File: config.mk
export PLATFORM = sky130hd
export DESIGN_NAME = i2c_register_access_master
export DESIGN_NICKNAME = d
export VERILOG_FILES = /design/src/i2crm_pkg.sv /design/src/i2crm_seq.sv /design/src/i2crm_obuf.sv /design/src/i2c_register_access_master.sv
export SDC_FILE = /design/constraint.sdc
export NUM_CORES = 1
export LEC_CHECK = 0
export ABC_AREA = 1
export BUFFER_PORTS_ARGS = -buffer_cell sky130_fd_sc_hd__clkbuf_2
export CELL_PAD_IN_SITES_DETAIL_PLACEMENT = 1
export CELL_PAD_IN_SITES_GLOBAL_PLACEMENT = 1
export CORE_MARGIN = 2
export CORE_UTILIZATION = 40
export CTS_CLUSTER_DIAMETER = 150
export CTS_CLUSTER_SIZE = 16
export DETAILED_ROUTE_END_ITERATION = 16
export GPL_ROUTABILITY_DRIVEN = 0
export PLACE_DENSITY = 0.88
export SYNTH_ARGS = -nofsm -noshare
export SYNTH_HDL_FRONTEND = slang
export SYNTH_SLANG_ARGS = --single-unit
File: constraint.sdc
create_clock -name clk -period 7.2 [get_ports clk]
set_input_delay 1.44 -clock clk [delete_from_list [all_inputs] [get_ports clk]]
set_output_delay 1.44 -clock clk [all_outputs]
set_load 0.05 [all_outputs]
File: src/i2crm_pkg.sv
// shared types, constants and decode functions of the i2c register access master
// no dependencies
`timescale 1ns / 1ps

package i2crm_pkg;

  // bus phases, one-hot
  typedef enum logic [12:0] {
    PH_IDLE      = 13'b0000000000001,
    PH_START1    = 13'b0000000000010,
    PH_SEND_WR   = 13'b0000000000100,
    PH_ACK_A     = 13'b0000000001000,
    PH_SEND_REG  = 13'b0000000010000,
    PH_ACK_B     = 13'b0000000100000,
    PH_START2    = 13'b0000001000000,
    PH_SEND_RD   = 13'b0000010000000,
    PH_ACK_C     = 13'b0000100000000,
    PH_READ      = 13'b0001000000000,
    PH_SEND_DATA = 13'b0010000000000,
    PH_ACK_D     = 13'b0100000000000,
    PH_STOP      = 13'b1000000000000
  } phase_t;

  typedef enum logic [2:0] {
    K_NONE,
    K_START,
    K_SEND,
    K_ACK,
    K_READ,
    K_STOP
  } kind_t;

  localparam logic OP_READ  = 1'b0;
  localparam logic OP_WRITE = 1'b1;

  // configuration register indexes
  localparam int unsigned CFG_IDX_W  = 2;
  localparam int unsigned CFG_DATA_W = 16;
  localparam logic [CFG_IDX_W-1:0] CFG_DEV_ADDR   = 2'd0;
  localparam logic [CFG_IDX_W-1:0] CFG_UNIT_TICKS = 2'd1;
  localparam logic [CFG_IDX_W-1:0] CFG_ACK_LIMIT  = 2'd2;

  localparam logic [6:0]  DEV_ADDR_RST   = 7'd81;
  localparam logic [15:0] UNIT_TICKS_RST = 16'd100;
  localparam logic [15:0] ACK_LIMIT_RST  = 16'd2000;

  // step counts and step positions inside a phase
  localparam logic [5:0] LEN_SEND  = 6'd34;
  localparam logic [5:0] LEN_READ  = 6'd17;
  localparam logic [5:0] LEN_SHORT = 6'd5;
  localparam logic [5:0] LEN_NONE  = 6'd0;
  localparam logic [5:0] SEND_TAIL = 6'd33;
  localparam logic [5:0] IDX_0     = 6'd0;
  localparam logic [5:0] IDX_1     = 6'd1;
  localparam logic [5:0] IDX_2     = 6'd2;
  localparam logic [5:0] IDX_3     = 6'd3;
  localparam logic [5:0] IDX_4     = 6'd4;
  localparam logic [5:0] ACK_POLL_IDX = IDX_2;
  localparam logic [5:0] ACK_LAST_IDX = IDX_4;
  localparam logic [5:0] STOP_LONG_IDX = IDX_3;
  localparam logic [5:0] STOP_LAST_IDX = IDX_4;
  localparam logic [2:0] UNITS_ONE  = 3'd1;
  localparam logic [2:0] UNITS_LONG = 3'd5;

  localparam int unsigned IN_TDATA_W  = 24;
  localparam int unsigned OUT_TDATA_W = 16;

  typedef struct packed {
    logic [6:0]  dev_addr;
    logic [15:0] unit_ticks;
    logic [15:0] ack_limit;
  } cfg_t;

  typedef struct packed {
    logic       start;
    logic       op;
    logic [7:0] reg_addr;
    logic [7:0] wdata;
    logic       sda_in;
  } cmd_t;

  // lowest bit last, so the packed form matches the tdata layout
  typedef struct packed {
    logic       nack_seen;
    logic [7:0] read_data;
    logic       done_res;
    logic       busy_res;
    logic       sda_level;
    logic       scl_level;
  } res_t;

  localparam int unsigned RES_W = $bits(res_t);

  typedef struct packed {
    phase_t     phase;
    logic [5:0] idx;
    logic [7:0] shift;
    logic [7:0] recv;
    logic       nack;
    logic       scl;
    logic       sda;
    logic       done;
  } seq_st_t;

  function automatic kind_t kind_of(phase_t ph);
    kind_t k;
    unique case (ph)
      PH_START1, PH_START2:                          k = K_START;
      PH_SEND_WR, PH_SEND_REG, PH_SEND_RD,
      PH_SEND_DATA:                                  k = K_SEND;
      PH_ACK_A, PH_ACK_B, PH_ACK_C, PH_ACK_D:        k = K_ACK;
      PH_READ:                                       k = K_READ;
      PH_STOP:                                       k = K_STOP;
      default:                                       k = K_NONE;
    endcase
    return k;
  endfunction

  function automatic logic [5:0] len_of(kind_t k);
    logic [5:0] n;
    case (k)
      K_SEND:  n = LEN_SEND;
      K_READ:  n = LEN_READ;
      K_NONE:  n = LEN_NONE;
      default: n = LEN_SHORT;
    endcase
    return n;
  endfunction

  function automatic phase_t next_phase(phase_t ph, logic op);
    phase_t nx;
    unique case (ph)
      PH_START1:    nx = PH_SEND_WR;
      PH_SEND_WR:   nx = PH_ACK_A;
      PH_ACK_A:     nx = PH_SEND_REG;
      PH_SEND_REG:  nx = PH_ACK_B;
      PH_ACK_B:     nx = (op == OP_WRITE) ? PH_SEND_DATA : PH_START2;
      PH_START2:    nx = PH_SEND_RD;
      PH_SEND_RD:   nx = PH_ACK_C;
      PH_ACK_C:     nx = PH_READ;
      PH_READ:      nx = PH_STOP;
      PH_SEND_DATA: nx = PH_ACK_D;
      PH_ACK_D:     nx = PH_STOP;
      default:      nx = PH_IDLE;
    endcase
    return nx;
  endfunction

endpackage

File: src/i2crm_seq.sv
// bus sequencer: phase/step state, delay and ack poll counters, pin drives
// depends on i2crm_pkg
`timescale 1ns / 1ps

module i2crm_seq #(
  parameter int unsigned CW = 16
) (
  input  logic             clk,
  input  logic             rst_n,
  input  logic             fire,
  input  i2crm_pkg::cmd_t  cmd,
  input  i2crm_pkg::cfg_t  cfg,
  output i2crm_pkg::res_t  res
);

  localparam int unsigned CMP_W = (CW > 16) ? CW : 16;

  i2crm_pkg::seq_st_t st_r, st_nxt;
  logic [CW-1:0] delay_r, delay_nxt;
  logic [CW-1:0] poll_r, poll_nxt;
  logic          held_op_r, held_op_nxt;
  logic [7:0]    held_reg_r, held_reg_nxt;
  logic [7:0]    held_data_r, held_data_nxt;

  // leave the current step; at the end of a phase load the next one
  function automatic i2crm_pkg::seq_st_t adv(i2crm_pkg::seq_st_t s, logic op,
                                              logic [6:0] dev, logic [7:0] hreg,
                                              logic [7:0] hdat);
    i2crm_pkg::seq_st_t r;
    i2crm_pkg::phase_t  nx;
    logic [5:0]         ni;
    r  = s;
    ni = s.idx + 6'd1;
    if (ni < i2crm_pkg::len_of(i2crm_pkg::kind_of(s.phase))) begin
      r.idx = ni;
    end else begin
      if (s.phase == i2crm_pkg::PH_READ) r.recv = s.shift;
      nx      = i2crm_pkg::next_phase(s.phase, op);
      r.phase = nx;
      r.idx   = i2crm_pkg::IDX_0;
      case (nx)
        i2crm_pkg::PH_IDLE:      r.done  = 1'b1;
        i2crm_pkg::PH_SEND_WR:   r.shift = {dev, 1'b0};
        i2crm_pkg::PH_SEND_RD:   r.shift = {dev, 1'b1};
        i2crm_pkg::PH_SEND_REG:  r.shift = hreg;
        i2crm_pkg::PH_SEND_DATA: r.shift = hdat;
        i2crm_pkg::PH_READ:      r.shift = 8'd0;
        default: ;
      endcase
    end
    return r;
  endfunction

  // pin changes and read sampling on entering a step
  function automatic i2crm_pkg::seq_st_t enter(i2crm_pkg::seq_st_t s, logic sda_in);
    i2crm_pkg::seq_st_t r;
    logic [5:0]         im1;
    r   = s;
    im1 = s.idx - 6'd1;
    case (i2crm_pkg::kind_of(s.phase))
      i2crm_pkg::K_START: begin
        case (s.idx)
          i2crm_pkg::IDX_0: r.scl = 1'b0;
          i2crm_pkg::IDX_1: r.sda = 1'b1;
          i2crm_pkg::IDX_2: r.scl = 1'b1;
          i2crm_pkg::IDX_3: r.sda = 1'b0;
          i2crm_pkg::IDX_4: r.scl = 1'b0;
          default: ;
        endcase
      end
      i2crm_pkg::K_SEND: begin
        if (s.idx == i2crm_pkg::IDX_0 || s.idx >= i2crm_pkg::SEND_TAIL) begin
          r.scl = 1'b0;
        end else begin
          // four steps per bit, msb first
          case (im1[1:0])
            2'd0:    r.scl = 1'b0;
            2'd1:    r.sda = 1'b0;
            2'd2:    r.sda = s.shift[~im1[4:2]];
            default: r.scl = 1'b1;
          endcase
        end
      end
      i2crm_pkg::K_ACK: begin
        case (s.idx)
          i2crm_pkg::IDX_0: begin
            r.scl = 1'b0;
            r.sda = 1'b1;
          end
          i2crm_pkg::IDX_1: r.scl = 1'b1;
          i2crm_pkg::IDX_4: r.scl = 1'b0;
          default: ;
        endcase
      end
      i2crm_pkg::K_READ: begin
        if (s.idx == i2crm_pkg::IDX_0) begin
          r.scl = 1'b0;
          r.sda = 1'b1;
        end else if (s.idx[0]) begin
          r.scl = 1'b1;
        end else begin
          r.scl   = 1'b0;
          r.shift = {s.shift[6:0], sda_in};
        end
      end
      i2crm_pkg::K_STOP: begin
        case (s.idx)
          i2crm_pkg::IDX_0: r.sda = 1'b0;
          i2crm_pkg::IDX_1: r.scl = 1'b1;
          i2crm_pkg::IDX_2: r.sda = 1'b1;
          i2crm_pkg::IDX_3: r.scl = 1'b0;
          i2crm_pkg::IDX_4: r.scl = 1'b1;
          default: ;
        endcase
      end
      default: ;
    endcase
    return r;
  endfunction

  logic [15:0]    unit_eff;
  logic [CMP_W-1:0] delay_ext, unit_ext, poll_ext, limit_ext;
  logic [CW-1:0]  poll_inc;
  logic [2:0]     units;
  logic           is_ack, is_stop, is_poll, step;

  assign unit_eff  = (cfg.unit_ticks == 16'd0) ? 16'd1 : cfg.unit_ticks;
  assign delay_ext = CMP_W'(delay_r);
  assign unit_ext  = CMP_W'(unit_eff);
  assign poll_ext  = CMP_W'(poll_r);
  assign limit_ext = CMP_W'(cfg.ack_limit);
  assign poll_inc  = (&poll_r) ? poll_r : poll_r + 1'b1;
  assign is_ack    = i2crm_pkg::kind_of(st_r.phase) == i2crm_pkg::K_ACK;
  assign is_stop   = st_r.phase == i2crm_pkg::PH_STOP;
  assign is_poll   = is_ack && st_r.idx == i2crm_pkg::ACK_POLL_IDX;
  assign units     = (is_stop && st_r.idx == i2crm_pkg::STOP_LONG_IDX) ?
                     i2crm_pkg::UNITS_LONG : i2crm_pkg::UNITS_ONE;

  always_comb begin
    st_nxt        = st_r;
    st_nxt.done   = 1'b0;
    delay_nxt     = delay_r;
    poll_nxt      = poll_r;
    held_op_nxt   = held_op_r;
    held_reg_nxt  = held_reg_r;
    held_data_nxt = held_data_r;
    step          = 1'b0;
    if (fire) begin
      if (st_r.phase == i2crm_pkg::PH_IDLE) begin
        if (cmd.start) begin
          held_op_nxt   = cmd.op;
          held_reg_nxt  = cmd.reg_addr;
          held_data_nxt = cmd.wdata;
          st_nxt.nack   = 1'b0;
          st_nxt.phase  = i2crm_pkg::PH_START1;
          st_nxt.idx    = i2crm_pkg::IDX_0;
          delay_nxt     = CW'(1);
          poll_nxt      = '0;
          st_nxt        = enter(st_nxt, cmd.sda_in);
        end
      end else if (is_poll) begin
        // ack taken on sda low or once the poll limit is reached
        if (!cmd.sda_in || poll_ext >= limit_ext) begin
          st_nxt.nack = st_nxt.nack | cmd.sda_in;
          step        = 1'b1;
        end else begin
          poll_nxt = poll_inc;
        end
      end else begin
        if (delay_ext >= unit_ext || (&delay_r)) begin
          if (poll_inc >= CW'(units)) begin
            step = 1'b1;
          end else begin
            delay_nxt = CW'(1);
            poll_nxt  = poll_inc;
          end
        end else begin
          delay_nxt = delay_r + 1'b1;
        end
      end

      if (step) begin
        delay_nxt = CW'(1);
        poll_nxt  = '0;
        st_nxt = adv(st_nxt, held_op_r, cfg.dev_addr, held_reg_r, held_data_r);
        st_nxt = enter(st_nxt, cmd.sda_in);
        if (i2crm_pkg::kind_of(st_nxt.phase) == i2crm_pkg::K_ACK &&
            st_nxt.idx == i2crm_pkg::ACK_POLL_IDX) begin
          // first poll happens on the tick the poll step is entered
          if (!cmd.sda_in || cfg.ack_limit == 16'd0) begin
            st_nxt.nack = st_nxt.nack | cmd.sda_in;
            st_nxt = adv(st_nxt, held_op_r, cfg.dev_addr, held_reg_r, held_data_r);
            st_nxt = enter(st_nxt, cmd.sda_in);
          end else begin
            // the entry tick already counts as one poll
            poll_nxt = CW'(1);
          end
        end else if ((i2crm_pkg::kind_of(st_nxt.phase) == i2crm_pkg::K_ACK &&
                      st_nxt.idx == i2crm_pkg::ACK_LAST_IDX) ||
                     (st_nxt.phase == i2crm_pkg::PH_STOP &&
                      st_nxt.idx == i2crm_pkg::STOP_LAST_IDX)) begin
          // zero-hold last step passes straight on
          st_nxt = adv(st_nxt, held_op_r, cfg.dev_addr, held_reg_r, held_data_r);
          st_nxt = enter(st_nxt, cmd.sda_in);
        end
        if (st_nxt.done) delay_nxt = '0;
      end
    end
  end

  always_ff @(posedge clk) begin
    if (!rst_n) begin
      st_r.phase  <= i2crm_pkg::PH_IDLE;
      st_r.idx    <= '0;
      st_r.shift  <= '0;
      st_r.recv   <= '0;
      st_r.nack   <= 1'b0;
      st_r.scl    <= 1'b1;
      st_r.sda    <= 1'b1;
      st_r.done   <= 1'b0;
      delay_r     <= '0;
      poll_r      <= '0;
      held_op_r   <= 1'b0;
      held_reg_r  <= '0;
      held_data_r <= '0;
    end else begin
      st_r        <= st_nxt;
      delay_r     <= delay_nxt;
      poll_r      <= poll_nxt;
      held_op_r   <= held_op_nxt;
      held_reg_r  <= held_reg_nxt;
      held_data_r <= held_data_nxt;
    end
  end

  // result of this tick, taken from the updated state
  always_comb begin
    res.scl_level = st_nxt.scl;
    res.sda_level = st_nxt.sda;
    res.busy_res  = st_nxt.phase != i2crm_pkg::PH_IDLE;
    res.done_res  = st_nxt.done;
    res.read_data = st_nxt.recv;
    res.nack_seen = st_nxt.nack;
  end

endmodule

File: src/i2crm_obuf.sv
// two-slot result buffer: output register plus skid slot
// depends on i2crm_pkg (result type)
`timescale 1ns / 1ps

module i2crm_obuf (
  input  logic            clk,
  input  logic            rst_n,
  input  logic            push,
  input  i2crm_pkg::res_t push_data,
  output logic            push_ready,
  output logic            out_valid,
  input  logic            out_ready,
  output i2crm_pkg::res_t out_data
);

  logic            valid_r, valid_nxt;
  logic            skid_valid_r, skid_valid_nxt;
  i2crm_pkg::res_t data_r, data_nxt;
  i2crm_pkg::res_t skid_r, skid_nxt;

  assign push_ready = !skid_valid_r;
  assign out_valid  = valid_r;
  assign out_data   = data_r;

  always_comb begin
    valid_nxt      = valid_r;
    data_nxt       = data_r;
    skid_valid_nxt = skid_valid_r;
    skid_nxt       = skid_r;
    if (!valid_r || out_ready) begin
      // main slot frees up; the skid slot goes first
      if (skid_valid_r) begin
        valid_nxt      = 1'b1;
        data_nxt       = skid_r;
        skid_valid_nxt = 1'b0;
      end else begin
        valid_nxt = push;
        data_nxt  = push_data;
      end
    end else if (push) begin
      skid_valid_nxt = 1'b1;
      skid_nxt       = push_data;
    end
  end

  always_ff @(posedge clk) begin
    if (!rst_n) begin
      valid_r      <= 1'b0;
      skid_valid_r <= 1'b0;
    end else begin
      valid_r      <= valid_nxt;
      skid_valid_r <= skid_valid_nxt;
    end
  end

  always_ff @(posedge clk) begin
    data_r <= data_nxt;
    skid_r <= skid_nxt;
  end

endmodule

File: src/i2c_register_access_master.sv
// i2c register access master, top level: streams, configuration registers
// depends on i2crm_pkg, i2crm_seq, i2crm_obuf
//
// Each input transfer is one tick of the bus timing. It carries the sampled
// SDA level and, while idle, an optional command: a single-register read
// (START, addr+w, reg, repeated START, addr+r, eight data bits, STOP) or a
// single-register write (START, addr+w, reg, data, STOP). Every input
// transfer gives exactly one output transfer with the SCL/SDA drive levels,
// busy, a one-tick done, the last read byte and the sticky nack flag.
// The result of an input transfer is registered before output valid; one item is
// taken per cycle, limited only by the output side. The tick work is done
// between the sequencer state registers and the output register.
// When the receiver stalls, one more result goes to a skid slot and
// in_tready then drops until the output drains. Configuration writes on
// cfg_* take effect at once and are meant for idle times.
// Reset (synchronous, rst_n low): bus idle with both lines released,
// configuration back to address 81, 100 ticks per unit, ack limit 2000.

`timescale 1ns / 1ps

module i2c_register_access_master #(
  parameter int unsigned COUNTER_WIDTH = 16
) (
  input  logic                                 clk,
  input  logic                                 rst_n,
  input  logic                                 in_tvalid,
  output logic                                 in_tready,
  // start_request[0], register_address[8:1], write_data[16:9], sda_in[17]
  input  logic [i2crm_pkg::IN_TDATA_W-1:0]     in_tdata,
  // operation[0]
  input  logic                                 in_tuser,
  output logic                                 out_tvalid,
  input  logic                                 out_tready,
  // scl_level[0], sda_level[1], busy_res[2], done_res[3], read_data[11:4],
  // nack_seen[12]
  output logic [i2crm_pkg::OUT_TDATA_W-1:0]    out_tdata,
  input  logic                                 cfg_wr_en,
  input  logic [i2crm_pkg::CFG_IDX_W-1:0]      cfg_index,
  input  logic [i2crm_pkg::CFG_DATA_W-1:0]     cfg_wdata
);

  i2crm_pkg::cfg_t cfg_r;
  i2crm_pkg::cmd_t cmd;
  i2crm_pkg::res_t res;
  i2crm_pkg::res_t out_res;
  logic            fire;
  logic            push_ready;

  always_ff @(posedge clk) begin
    if (!rst_n) begin
      cfg_r.dev_addr   <= i2crm_pkg::DEV_ADDR_RST;
      cfg_r.unit_ticks <= i2crm_pkg::UNIT_TICKS_RST;
      cfg_r.ack_limit  <= i2crm_pkg::ACK_LIMIT_RST;
    end else if (cfg_wr_en) begin
      unique case (cfg_index)
        i2crm_pkg::CFG_DEV_ADDR:   cfg_r.dev_addr   <= cfg_wdata[6:0];
        i2crm_pkg::CFG_UNIT_TICKS: cfg_r.unit_ticks <= cfg_wdata;
        i2crm_pkg::CFG_ACK_LIMIT:  cfg_r.ack_limit  <= cfg_wdata;
        default: ;
      endcase
    end
  end

  assign cmd.start    = in_tdata[0];
  assign cmd.op       = in_tuser;
  assign cmd.reg_addr = in_tdata[8:1];
  assign cmd.wdata    = in_tdata[16:9];
  assign cmd.sda_in   = in_tdata[17];

  assign in_tready = push_ready;
  assign fire      = in_tvalid && push_ready;

  i2crm_seq #(
    .CW (COUNTER_WIDTH)
  ) u_seq (
    .clk   (clk),
    .rst_n (rst_n),
    .fire  (fire),
    .cmd   (cmd),
    .cfg   (cfg_r),
    .res   (res)
  );

  i2crm_obuf u_obuf (
    .clk        (clk),
    .rst_n      (rst_n),
    .push       (fire),
    .push_data  (res),
    .push_ready (push_ready),
    .out_valid  (out_tvalid),
    .out_ready  (out_tready),
    .out_data   (out_res)
  );

  assign out_tdata = i2crm_pkg::OUT_TDATA_W'(out_res);

endmodule

==> metrics.log, run 1 <==
[metrics] share of post-route cells with drive strength above 1: 18.00%
[metrics] share of flip-flops with an asynchronous set or reset: 0%
[metrics] GRT Resource Usage Total: 31.06%
[metrics] critical path endpoint category: flop
[metrics] category of the worst setup path launch point: input port
[metrics] maximum clock frequency: 0.1432 GHz
[metrics] flip-flop cell with the highest count after synthesis: sky130_fd_sc_hd__dfxtp_1
[metrics] # nets final: 1962
[metrics] commonest cells after routing, fill and taps aside: 321 x sky130_fd_sc_hd__nand2_1, 209 x sky130_fd_sc_hd__inv_1, 157 x sky130_fd_sc_hd__nor2_1, 157 x sky130_fd_sc_hd__o21ai_0, 136 x sky130_fd_sc_hd__nand3_1
[metrics] most frequent standard cell in the layout excluding fill and tap cells: sky130_fd_sc_hd__nand2_1
[metrics] half-perimeter wire length of the detailed placement result: 32780 um
[metrics] clock transition at the registers of the reported paths: 0.08 ns
[metrics] post-detailed-routing wire length: 46200 um
[metrics] Inserted Diodes: 0
[metrics] number of sinks driven by the clock tree: 154
[metrics] TritonCTS clock tree: done
[metrics] starting density of the core: 40.64%
[metrics] signed area change from the synthesized netlist to the final layout: 20.33%
[metrics] clock latency on the worst-skew pair: 0.47 ns
[metrics] crit share post-route: 97.00%
[metrics] Synth warnings: 0
[metrics] die height: 172.0 um
[metrics] clock tree root buffer cell: sky130_fd_sc_hd__clkbuf_16
[metrics] post-DR wirelength/cell: 20.48 um
[metrics] global-route wire length before repair: 71190 um
[metrics] Filler Cells Inserted: 3682
[metrics] endpoint arrival time on the critical path: 7.22 ns
[metrics] number of H-tree branching levels: 4
[metrics] Cell variety after synth: 64
[metrics] maximum number of pins on one net before global-route repair: 78
[metrics] cell with the biggest individual delay on the critical path: sky130_fd_sc_hd__a311oi_1
[metrics] placeable core region: 0.02778 mm2
[metrics] number of design-rule violations left by the first detailed-router iteration: 1073
[metrics] number of vias in the routed layout: 13280
[metrics] number of instances in the synthesized netlist: 1708
[metrics] Rel. slew slack: 15.92%
[metrics] post-route setup TNS: 0 ns
[metrics] final setup violation count: 0
[metrics] number of buffers inserted by port buffering: 56
[metrics] mean post-synth cell area: 6.611 um2
[metrics] Worst Tran Pin Value: 1.257 ns
[metrics] ANT nets after route: 0
[metrics] via count of the first global-routing pass: 13640
[metrics] I/O pin cnt: 66
[metrics] largest incremental delay on the critical path: 0.32 ns
[metrics] Final Hold Viols: 0
[metrics] EDFF count, synth: 26
[metrics] Post-Syn Area: 0.01129 mm2
[metrics] endpoint required time on the critical path: 7.43 ns
[metrics] most frequent cell on the critical path: sky130_fd_sc_hd__nand2_1
[metrics] Clock Skews: 0.01899 ns
[metrics] WS Path Type: input port to flop
[metrics] DR DRC count: 0
[metrics] count of standard-cell rows: 61
[metrics] Final Max Slew Viols: 0
[metrics] aggregate global routing overflow: 0
[metrics] first-pass iteration count of the detailed router: 6
[metrics] largest fanout on the critical path: 18
[metrics] final critical delay including setup and external delays: 6.984 ns
[metrics] via/cell ratio: 5.888
[metrics] share of the yosys chip area belonging to registers: 29.61%
[metrics] count of maximum capacitance violations: 0
[metrics] die width: 172.0 um
[metrics] number of flip-flops and latches in the synthesized netlist: 154
[metrics] buffer depth of the longest clock path: 2
[metrics] result of the run: completed
[metrics] TritonCTS buffer count: 17
[metrics] worst hold path type: flop to flop
[metrics] hold-fix buffers at CTS: 0
[metrics] Die ar.: 0.02959 mm2
[metrics] antenna violations before repair: 0
-- worst paths after layout --
check,cells after the start,startpoint,slack [ns],endpoint
worst min-delay path,2,u_seq.st_r[25]$_SDFFE_PN0P_,0.49,u_seq.st_r[25]$_SDFFE_PN0P_
worst min register to register,2,u_seq.st_r[25]$_SDFFE_PN0P_,0.49,u_seq.st_r[25]$_SDFFE_PN0P_
worst max register to register,47,u_seq.st_r[36]$_SDFF_PN0_,0.35,u_obuf.out_data[0]$_DFFE_PP_
worst max-delay path,45,in_tdata[0],0.22,u_obuf.out_data[0]$_DFFE_PP_
-- final cells by class --
cell class	count	area (um2)	share of cell area [%]
clock inverter	15	209.0	1.538
timing repair buffer	192	1355	9.973
clock buffer	17	425.4	3.131
tap	378	473.0	3.481
multi-input combinational	1265	6889	50.70
inverter	235	892.1	6.566
sequential	154	3343	24.61
-- state kept, by name, indices dropped and copies added, names as in the netlist, named ones only --
name                 count
u_obuf.skid_valid_r      1
u_seq.st_r              30
u_seq.poll_ext          16
u_obuf.out_valid         1
u_seq.held_data_r        8
u_seq.held_op_r          1
u_obuf.out_data         13
u_seq.held_reg_r         8
u_seq.delay_ext         16
u_obuf.skid_r           13
cfg_r                   39
-- kinds of logic (layout without fill, tap and decap cells) --
group           count (synthesis)  after routing  synth area share, %
flops                         154            154                29.61
simple gates                  785            785                32.18
other cells                     1              3              0.03321
buf+inv                       291            459                10.25
compound gates                409            409                21.00
fa+ha+maj                      49             49                5.430
xor+xnor                       17             17                1.319
mux                             2              2               0.1773
-- critical path, delay by kind of cell --
| family | cells | cell delay [ns] |
|---|---|---|
| buffers and inverters | 10 | 1.33 |
| AOI/OAI and AO/OA | 5 | 1.10 |
| and+or+nand+nor | 28 | 2.87 |
| adders and majority gates | 2 | 0.44 |
-- Yosys cell counts, types with 4 or more instances --
master	count	area [um2]
sky130_fd_sc_hd__nand2_1	324	1216
sky130_fd_sc_hd__inv_1	211	792.0
sky130_fd_sc_hd__nor2_1	165	619.3
sky130_fd_sc_hd__o21ai_0	159	795.8
sky130_fd_sc_hd__nand3_1	137	685.7
sky130_fd_sc_hd__a21oi_1	131	655.6
sky130_fd_sc_hd__dfxtp_1	128	2562
sky130_fd_sc_hd__ha_1	49	613.1
sky130_fd_sc_hd__nor3_1	43	215.2
sky130_fd_sc_hd__clkbuf_1	39	146.4
sky130_fd_sc_hd__nand4_1	27	168.9
sky130_fd_sc_hd__edfxtp_1	26	780.8
sky130_fd_sc_hd__nor4_1	20	125.1
sky130_fd_sc_hd__o211ai_1	20	150.1
sky130_fd_sc_hd__a211oi_1	17	127.6
sky130_fd_sc_hd__inv_2	17	63.81
sky130_fd_sc_hd__nand2_2	17	106.4
sky130_fd_sc_hd__xor2_1	15	131.4
sky130_fd_sc_hd__o21a_1	11	82.58
sky130_fd_sc_hd__or2_2	11	68.82
sky130_fd_sc_hd__a31oi_1	10	62.56
sky130_fd_sc_hd__nor2_2	10	62.56
sky130_fd_sc_hd__o221ai_1	10	87.58
sky130_fd_sc_hd__a22oi_1	8	60.06
sky130_fd_sc_hd__buf_2	7	35.03
sky130_fd_sc_hd__nor2_4	7	78.83
sky130_fd_sc_hd__nand2_4	6	67.56
sky130_fd_sc_hd__o21ai_1	6	30.03
sky130_fd_sc_hd__o22ai_1	6	37.54
sky130_fd_sc_hd__buf_4	5	37.54
sky130_fd_sc_hd__clkinv_1	5	18.77
sky130_fd_sc_hd__o31ai_1	5	37.54
sky130_fd_sc_hd__buf_6	4	45.04
sky130_fd_sc_hd__nand3_2	4	40.04
sky130_fd_sc_hd__o21ai_2	4	35.03
-- metal layers --
metal	up-vias	track usage, %	share of wire, %
li1	6086	-	-
met1	6445	35.71	40
met2	550	53.38	48
met3	203	5.310	5.6
met4	0	19.99	6.4
met5	-	0	0
-- stage by stage --
step | instance area (um2) | hold WS, ns | cells | utilization (%) | setup WS [ns]
6_report | 13590 | 0.4886 | 2256 | 48.91 | 0.2159
5_1_grt | 13590 | 0.5027 | 2256 | 48.91 | -0.09301
4_1_cts | 13450 | 0.4847 | 2252 | 48.40 | 0.1720
3_5_place_dp | 12810 | 0.4711 | 2220 | 46.12 | -0.2370
3_3_place_gp | 12810 | 0.4546 | 2220 | 46.12 | 0.04210
2_1_floorplan | 11300 | 0.4440 | 1710 | - | 0.3251
-- what timing repair did --
| item | 4_1_cts | 5_1_grt |
|---|---|---|
| buffers inserted | 0 | 4 |
| resized for setup | 0 | 32 |
| endpoints found under the setup margin | 0 | 9 |
Power of run 1 is not shown: default switching activity piles up to over one toggle a cycle in this logic, so the estimate is an artifact.
==> inputs of run 2 (changes only) <==
--- a/config.mk
+++ b/config.mk
@@ -5,8 +5,6 @@
 export SDC_FILE = /design/constraint.sdc
 export NUM_CORES = 1
 export LEC_CHECK = 0
-export ABC_AREA = 1
-export BUFFER_PORTS_ARGS = -buffer_cell sky130_fd_sc_hd__clkbuf_2
 export CELL_PAD_IN_SITES_DETAIL_PLACEMENT = 1
 export CELL_PAD_IN_SITES_GLOBAL_PLACEMENT = 1
 export CORE_MARGIN = 2
@@ -14,8 +12,9 @@
 export CTS_CLUSTER_DIAMETER = 150
 export CTS_CLUSTER_SIZE = 16
 export DETAILED_ROUTE_END_ITERATION = 16
+export DONT_BUFFER_PORTS = 1
 export GPL_ROUTABILITY_DRIVEN = 0
-export PLACE_DENSITY = 0.88
+export PLACE_DENSITY = 0.82
 export SYNTH_ARGS = -nofsm -noshare
 export SYNTH_HDL_FRONTEND = slang
 export SYNTH_SLANG_ARGS = --single-unit
==> constraint.sdc (replaced) <==
create_clock -name clk -period 7.2 [get_ports clk]
set_input_delay 1.08 -clock clk [delete_from_list [all_inputs] [get_ports clk]]
set_output_delay 1.08 -clock clk [all_outputs]
set_load 0.05 [all_outputs]
==> metrics.log, run 2 <==
[metrics] result of the run: completed
[metrics] category of the worst setup path launch point: input port
[metrics] mean post-synth cell area: 7.825 um2 (+18%)
[metrics] Largest Register: cfg_r
[metrics] clock transition at the registers of the reported paths: 0.07 ns (about the same)
[metrics] ANT nets after route: 0 (unchanged)
[metrics] via/cell ratio: 6.578 (+12%)
[metrics] number of vias in the routed layout: 12770 (-3.8%)
[metrics] endpoint arrival time on the critical path: 7.08 ns (-0.14 ns)
[metrics] number of H-tree branching levels: 4 (unchanged)
[metrics] number of buffers inserted by port buffering: 0 (-100%)
[metrics] commonest cells after routing, fill and taps aside: 181 x sky130_fd_sc_hd__nand2_1, 128 x sky130_fd_sc_hd__dfxtp_1, 103 x sky130_fd_sc_hd__nor2_1
[metrics] Clock Skews: 0.01839 ns (-0.0006017 ns)
[metrics] share of post-route cells with drive strength above 1: 13.93% (-4.1 points)
[metrics] most frequently used cell type in the post-synthesis netlist: sky130_fd_sc_hd__nand2_1
[metrics] Filler Cells Inserted: 3623 (-1.6%)
[metrics] number of cells on the worst reg-to-reg path: 34 (-28%)
[metrics] endpoint required time on the critical path: 7.38 ns (-0.05 ns)
[metrics] number of flip-flops under the largest register name: 39 (unchanged)
[metrics] die height: 176.9 um (+2.8%)
[metrics] worst hold path type: flop to flop
[metrics] Final Max Slew Viols: 0 (unchanged)
[metrics] cell accounting for the most synthesized area: sky130_fd_sc_hd__dfxtp_1
[metrics] WS Path Type: input port to flop
[metrics] post-DR wirelength/cell: 24.36 um (+19%)
[metrics] power per standard cell area: 173.8 mW/mm2
[metrics] GRT Resource Usage Total: 30.52% (-0.55 points)
[metrics] largest registers: cfg_r: 39 flops, u_seq.st_r: 30 flops
[metrics] count of maximum capacitance violations: 0 (unchanged)
[metrics] Rel. slew slack: 17.33% (+1.4 points)
[metrics] Leakage: 5.172 nW
[metrics] cell with the biggest individual delay on the critical path: sky130_fd_sc_hd__or3_4
[metrics] first-pass iteration count of the detailed router: 9 (+3)
[metrics] number of instances in the synthesized netlist: 1528 (-11%)
[metrics] Worst Tran Pin Value: 1.240 ns (-0.01647 ns)
[metrics] setup repair after global routing missed its margin: false
[metrics] hold_ws: 0.4817 ns (-0.006961 ns)
[metrics] aggregate global routing overflow: 0 (unchanged)
[metrics] Final Hold Viols: 0 (unchanged)
[metrics] TritonCTS buffer count: 17 (unchanged)
[metrics] share of flip-flops with an asynchronous set or reset: 0% (unchanged)
[metrics] I/O pin cnt: 66 (unchanged)
[metrics] Cell variety after synth: 100 (+56%)
[metrics] via count of the first global-routing pass: 13110 (-3.8%)
[metrics] # nets final: 1635 (-17%)
[metrics] clock latency on the worst-skew pair: 0.46 ns (about the same)
[metrics] dominant cells by area after synthesis: sky130_fd_sc_hd__dfxtp_1 21%, sky130_fd_sc_hd__edfxtp_1 6.5%, sky130_fd_sc_hd__nand2_1 5.7%
[metrics] fraction of the core area covered by cells at the end of the flow: 45.66% (-3.2 points)
[metrics] maximum number of pins on one net before global-route repair: 119 (+53%)
[metrics] half-perimeter wire length of the detailed placement result: 35260 um (+7.6%)
[metrics] number of sinks driven by the clock tree: 154 (unchanged)
[metrics] critical path endpoint category: flop
[metrics] placeable core region: 0.02956 mm2 (+6.4%)
[metrics] EDFF count, synth: 26 (unchanged)
[metrics] fraction of post-synthesis cell area in the top cell type by area: 21.43% (-1.3 points)
[metrics] starting density of the core: 40.45% (-0.19 points)
[metrics] top cells by count, synth: 182 x sky130_fd_sc_hd__nand2_1, 128 x sky130_fd_sc_hd__dfxtp_1, 106 x sky130_fd_sc_hd__nor2_1
[metrics] largest fanout on the critical path: 10 (-8)
[metrics] largest incremental delay on the critical path: 0.39 ns (+0.07 ns)
[metrics] final setup violation count: 0 (unchanged)
[metrics] count of standard-cell rows: 63 (+3.3%)
[metrics] Die ar.: 0.03129 mm2 (+5.8%)
[metrics] Synth warnings: 0 (unchanged)
[metrics] number of flip-flops and latches in the synthesized netlist: 154 (unchanged)
[metrics] total placed cells including tap cells: 1908 (-14%)
[metrics] share of the yosys chip area belonging to registers: 27.96% (-1.6 points)
[metrics] post-detailed-routing wire length: 47310 um (+2.4%)
[metrics] Post-Syn Area: 0.01196 mm2 (+5.9%)
[metrics] maximum clock frequency: 0.1450 GHz (+1.3%)
[metrics] signed area change from the synthesized netlist to the final layout: 12.89%
[metrics] antenna violations before repair: 1 (+1)
[metrics] TritonCTS clock tree: done
[metrics] global-route wire length before repair: 74420 um (+4.5%)
[metrics] Max VDD drop: 0.1734 mV
[metrics] Total Power: 2.346 mW
[metrics] Non-Filler Instances: 1942 (-14%)
[metrics] Hold Crit Depth: 2 (unchanged)
[metrics] crit share post-route: 95.77% (-1.2 points)
[metrics] number of design-rule violations left by the first detailed-router iteration: 1185 (+10%)
[metrics] most frequent standard cell in the layout excluding fill and tap cells: sky130_fd_sc_hd__nand2_1
[metrics] buffer depth of the longest clock path: 2 (unchanged)
[metrics] hold-fix buffers at CTS: 0 (unchanged)
[metrics] die width: 176.9 um (+2.8%)
[metrics] clock tree root buffer cell: sky130_fd_sc_hd__clkbuf_16
[metrics] post-route setup TNS: 0 ns (unchanged)
[metrics] most frequent cell on the critical path: sky130_fd_sc_hd__nand2_4
[metrics] final critical delay including setup and external delays: 6.895 ns (-0.08860 ns)
[metrics] DR DRC count: 0 (unchanged)
[metrics] flip-flop cell with the highest count after synthesis: sky130_fd_sc_hd__dfxtp_1
-- run 2: cell types whose count changed in the layout (fill, tap and decap cells not counted), sizes merged, moves of 56 or more --
| cell | delta |
|---|---|
| nand3 | -90 |
| o21ai | -105 |
| nor2 | -77 |
| a21boi | +56 |
| inv | -175 |
| nand2 | -163 |
-- run 2: area by class of cell --
| class | count | area [um2] | area share, % |
|---|---|---|---|
| clock buffers | 21 | 470.5 | 3.485 |
| diodes | 1 | 2.502 | 0.01854 |
| clock inverters | 11 | 126.4 | 0.9362 |
| inverters | 56 | 212.7 | 1.576 |
| flip-flops and latches | 154 | 3343 | 24.77 |
| repair buffers | 84 | 643.1 | 4.765 |
| well taps | 390 | 488.0 | 3.615 |
| multi-input cells | 1225 | 8212 | 60.84 |
-- run 2: logic make-up after synthesis --
| family | synth area share [%] |
|---|---|
| and+or+nand+nor | 28.54 |
| AOI/OAI and AO/OA | 25.74 |
| DFF | 27.96 |
| buffers and inverters | 5.379 |
| muxes | 4.877 |
| adders and majority gates | 5.128 |
| xor gates and xnor gates | 2.344 |
| other | 0.03136 |
-- run 2: timing repair --
item / 4_1_cts / 5_1_grt
buffers inserted: 0 / 1
resized for setup: 0 / 7
endpoints found under the hold margin: 0 / 0
setup endpoints to repair: 0 / 8
-- run 2: path summary, 6_finish.rpt --
path | slack, ns | end | from
worst max-delay path | 0.30 | u_obuf.skid_r[0]$_DFFE_PP_ | in_tdata[0]
worst min-delay path | 0.48 | cfg_r[14]$_SDFFE_PN0P_ | cfg_r[14]$_SDFFE_PN0P_
worst max register to register | 0.31 | u_obuf.skid_r[0]$_DFFE_PP_ | u_seq.st_r[36]$_SDFF_PN0_
worst min register to register | 0.48 | cfg_r[14]$_SDFFE_PN0P_ | cfg_r[14]$_SDFFE_PN0P_
-- run 2: worst max-delay path: cells and delay by family --
kind                     cells  cell delay, ns
AO/OA/AOI/OAI                9            1.65
XOR/XNOR                     1            0.18
multiplexers                 2            0.54
AND/OR/NAND/NOR             11            2.05
buffers and inverters        6            0.77
adder cells (fa/ha/maj)      4            0.76
-- run 2: power breakdown --
group / switching (mW) / total, mW / internal [mW]
logic: 0.295 / 0.461 / 0.167
clock network: 0.433 / 0.950 / 0.518
registers: 0.0364 / 0.934 / 0.897
total: 0.764 / 2.35 / 1.58
-- run 2: metrics by stage --
stage	setup slack (ns)	area, um2
2_1_floorplan	-0.06097	12210
3_3_place_gp	0.03009	12850
3_5_place_dp	-0.1917	12850
4_1_cts	0.1184	13440
5_1_grt	0.005633	13500
6_report	0.3045	13500
-- run 2: routing by layer --
metal / global-route usage [%] / share of wire (%) / wire, um
met1: 36.14 / 39 / 18620
met2: 50.59 / 47 / 22070
met3: 7.131 / 8.1 / 3824
met4: 17.53 / 5.9 / 2778
met5: 0 / 0.030 / 14
Note: power is estimated with default switching activity, not from simulation.
==> inputs of run 3 (changes only) <==
--- a/config.mk
+++ b/config.mk
@@ -5,6 +5,7 @@
 export SDC_FILE = /design/constraint.sdc
 export NUM_CORES = 1
 export LEC_CHECK = 0
+export ABC_AREA = 1
 export CELL_PAD_IN_SITES_DETAIL_PLACEMENT = 1
 export CELL_PAD_IN_SITES_GLOBAL_PLACEMENT = 1
 export CORE_MARGIN = 2
@@ -14,7 +15,8 @@
 export DETAILED_ROUTE_END_ITERATION = 16
 export DONT_BUFFER_PORTS = 1
 export GPL_ROUTABILITY_DRIVEN = 0
-export PLACE_DENSITY = 0.82
+export GPL_TIMING_DRIVEN = 0
+export PLACE_DENSITY = 0.85
 export SYNTH_ARGS = -nofsm -noshare
 export SYNTH_HDL_FRONTEND = slang
 export SYNTH_SLANG_ARGS = --single-unit
==> metrics.log, run 3 (synthesized netlist as in run 1, its figures left out) <==
[metrics] most frequent cell on the critical path: sky130_fd_sc_hd__nand2_1
[metrics] # nets final: 1847 (+13%)
[metrics] signed area change from the synthesized netlist to the final layout: 13.20%
[metrics] antenna violations before repair: 3 (+2)
[metrics] largest registers: cfg_r: 39 flops, u_seq.st_r: 30 flops
[metrics] clock transition at the registers of the reported paths: 0.08 ns (about the same)
[metrics] number of sinks driven by the clock tree: 154 (unchanged)
[metrics] number of flip-flops under the largest register name: 39 (unchanged)
[metrics] result of the run: completed
[metrics] Reg area: 0.003351 mm2 (+0.22%)
[metrics] final setup violation count: 0 (unchanged)
[metrics] number of buffers inserted by port buffering: 0 (unchanged)
[metrics] number of design-rule violations left by the first detailed-router iteration: 1051 (-11%)
[metrics] starting density of the core: 40.64% (+0.19 points)
[metrics] endpoint required time on the critical path: 7.35 ns (-0.03 ns)
[metrics] Rel. slew slack: 17.43% (+0.10 points)
[metrics] maximum clock frequency: 0.1475 GHz (+1.7%)
[metrics] buffer depth of the longest clock path: 2 (unchanged)
[metrics] GRT Resource Usage Total: 28.92% (-1.6 points)
[metrics] footprint of the multi-input gates: 0.006987 mm2 (-15%)
[metrics] cell with the biggest individual delay on the critical path: sky130_fd_sc_hd__dfxtp_1
[metrics] via count of the first global-routing pass: 12490 (-4.8%)
[metrics] DR DRC count: 0 (unchanged)
[metrics] TritonCTS buffer count: 17 (unchanged)
[metrics] first-pass iteration count of the detailed router: 5 (-4)
[metrics] ANT nets after route: 0 (unchanged)
[metrics] setup repair after global routing missed its margin: false
[metrics] Largest Register: cfg_r
[metrics] Clock Skews: 0.01857 ns (+0.0001819 ns)
[metrics] post-DR wirelength/cell: 20.22 um (-17%)
[metrics] category of the worst setup path launch point: flop
[metrics] placeable core region: 0.02778 mm2 (-6.0%)
[metrics] crit share post-route: 94.19% (-1.6 points)
[metrics] largest incremental delay on the critical path: 0.38 ns (about the same)
[metrics] die height: 172.0 um (-2.8%)
[metrics] endpoint arrival time on the critical path: 6.93 ns (-0.15 ns)
[metrics] Final Hold Viols: 0 (unchanged)
[metrics] aggregate global routing overflow: 0 (unchanged)
[metrics] critical path endpoint category: flop
[metrics] via/cell ratio: 5.812 (-12%)
[metrics] Die ar.: 0.02959 mm2 (-5.4%)
[metrics] number of vias in the routed layout: 12460 (-2.5%)
[metrics] DP Worst Slack: -0.9346 ns (-0.7429 ns)
[metrics] count of maximum capacitance violations: 0 (unchanged)
[metrics] Final Max Slew Viols: 0 (unchanged)
[metrics] die width: 172.0 um (-2.8%)
[metrics] count of standard-cell rows: 61 (-3.2%)
[metrics] I/O pin cnt: 66 (unchanged)
[metrics] post-detailed-routing wire length: 43330 um (-8.4%)
[metrics] register-to-register setup slack: 0.42 ns (+0.11 ns)
[metrics] largest fanout on the critical path: 10 (unchanged)
[metrics] most frequent standard cell in the layout excluding fill and tap cells: sky130_fd_sc_hd__nand2_1
[metrics] clock latency on the worst-skew pair: 0.44 ns (-0.02 ns)
[metrics] global-route wire length before repair: 66780 um (-10%)
[metrics] final worst-path setup slack: 0.4180 ns (+0.1135 ns)
[metrics] Filler Cells Inserted: 3695 (+2.0%)
[metrics] number of buffer and inverter stages on the critical path: 8 (+2)
[metrics] clock tree root buffer cell: sky130_fd_sc_hd__clkbuf_16
[metrics] largest delay contributor family on the critical path: simple AND/OR/NAND/NOR gates
[metrics] final critical delay including setup and external delays: 6.782 ns (-0.1135 ns)
[metrics] share of post-route cells with drive strength above 1: 11.12% (-2.8 points)
[metrics] worst reg2reg startpoint: u_seq.st_r[34]$_SDFF_PN0_
[metrics] maximum number of pins on one net before global-route repair: 17 (-86%)
[metrics] r2r endpoint: u_obuf.out_data[2]$_DFFE_PP_
[metrics] Hold Crit Depth: 2 (unchanged)
[metrics] worst hold path type: flop to flop
[metrics] TritonCTS clock tree: done
[metrics] WS Path Type: flop to flop
[metrics] half-perimeter wire length of the detailed placement result: 32740 um (-7.1%)
[metrics] Worst Tran Pin Value: 1.234 ns (-0.006108 ns)
[metrics] number of cells on the worst reg-to-reg path: 39 (+15%)
[metrics] commonest cells after routing, fill and taps aside: 315 x sky130_fd_sc_hd__nand2_1, 209 x sky130_fd_sc_hd__inv_1, 157 x sky130_fd_sc_hd__o21ai_0
[metrics] number of H-tree branching levels: 4 (unchanged)
## run 3: cell types whose count changed in the layout (fill, tap and decap cells not counted), sizes merged, moves of 49 or more
cell    change
inv       +173
nand2     +163
o21ai     +105
nand3      +90
nor2       +77
a21boi     -56
buf        -49
## run 3: metal layers
| layer | track usage (%) | up-vias | share of wire, % |
|---|---|---|---|
| met1 | 36.13 | 6064 | 43 |
| met3 | 5.493 | 118 | 6.2 |
| met4 | 13.30 | 2 | 4.4 |
| met5 | 0 | - | 0.030 |
| li1 | - | 5860 | - |
| met2 | 48.26 | 412 | 47 |
## run 3: cell type report
type	instances	area share [%]
timing repair buffer	22	1.380
sequential	154	26.22
inverter	235	6.960
clock buffer	22	3.886
tap	378	3.700
antenna	2	0.03916
multi-input combinational	1265	54.66
clock inverter	10	0.9887
buffer	55	2.163
## run 3: metrics by stage
stage	hold slack (ns)	area (um2)	std cells	setup TNS [ns]	utilization [%]
CTS	0.4801	12490	2124	0	44.95
global placement	0.4558	11770	2088	-8.000	42.37
floorplan	0.4440	11300	1710	0	-
detailed placement	0.4689	11770	2088	-12.25	42.37
global route	0.5081	12780	2142	0	46.00
finish	0.4803	12780	2143	0	46.01
## run 3: worst max path at each step
stage | from | end | slack [ns] | cells after the start
after global placement | in_tdata[0] | u_obuf.out_data[2]$_DFFE_PP_ | -0.73 | 38
after global routing | u_seq.st_r[30]$_SDFF_PN0_ | u_obuf.out_data[0]$_DFFE_PP_ | 0.06 | 45
after detailed placement | in_tdata[0] | u_obuf.out_data[0]$_DFFE_PP_ | -0.93 | 43
after CTS | u_seq.st_r[32]$_SDFF_PN0_ | u_obuf.out_data[0]$_DFFE_PP_ | 0.02 | 48
after floorplan | in_tdata[0] | u_obuf.out_data[0]$_DFFE_PP_ | 0.69 | 45
final | u_seq.st_r[34]$_SDFF_PN0_ | u_obuf.out_data[2]$_DFFE_PP_ | 0.42 | 39
## run 3: timing repair
item / 4_1_cts / 5_1_grt
setup buffers: 4 / 18
hold buffers: 0 / 0
pin swaps: 3 / 16
gates resized for setup: 13 / 49
endpoints found under the setup margin: 20 / 17
## run 3: tightest hold or removal path, stage by stage, from the launching register on
cell and delay [ns]:
sky130_fd_sc_hd__dfxtp_1 0.32, sky130_fd_sc_hd__nand2_1 0.06, sky130_fd_sc_hd__a21oi_1 0.06
Power of run 3 is left out for the same reason.
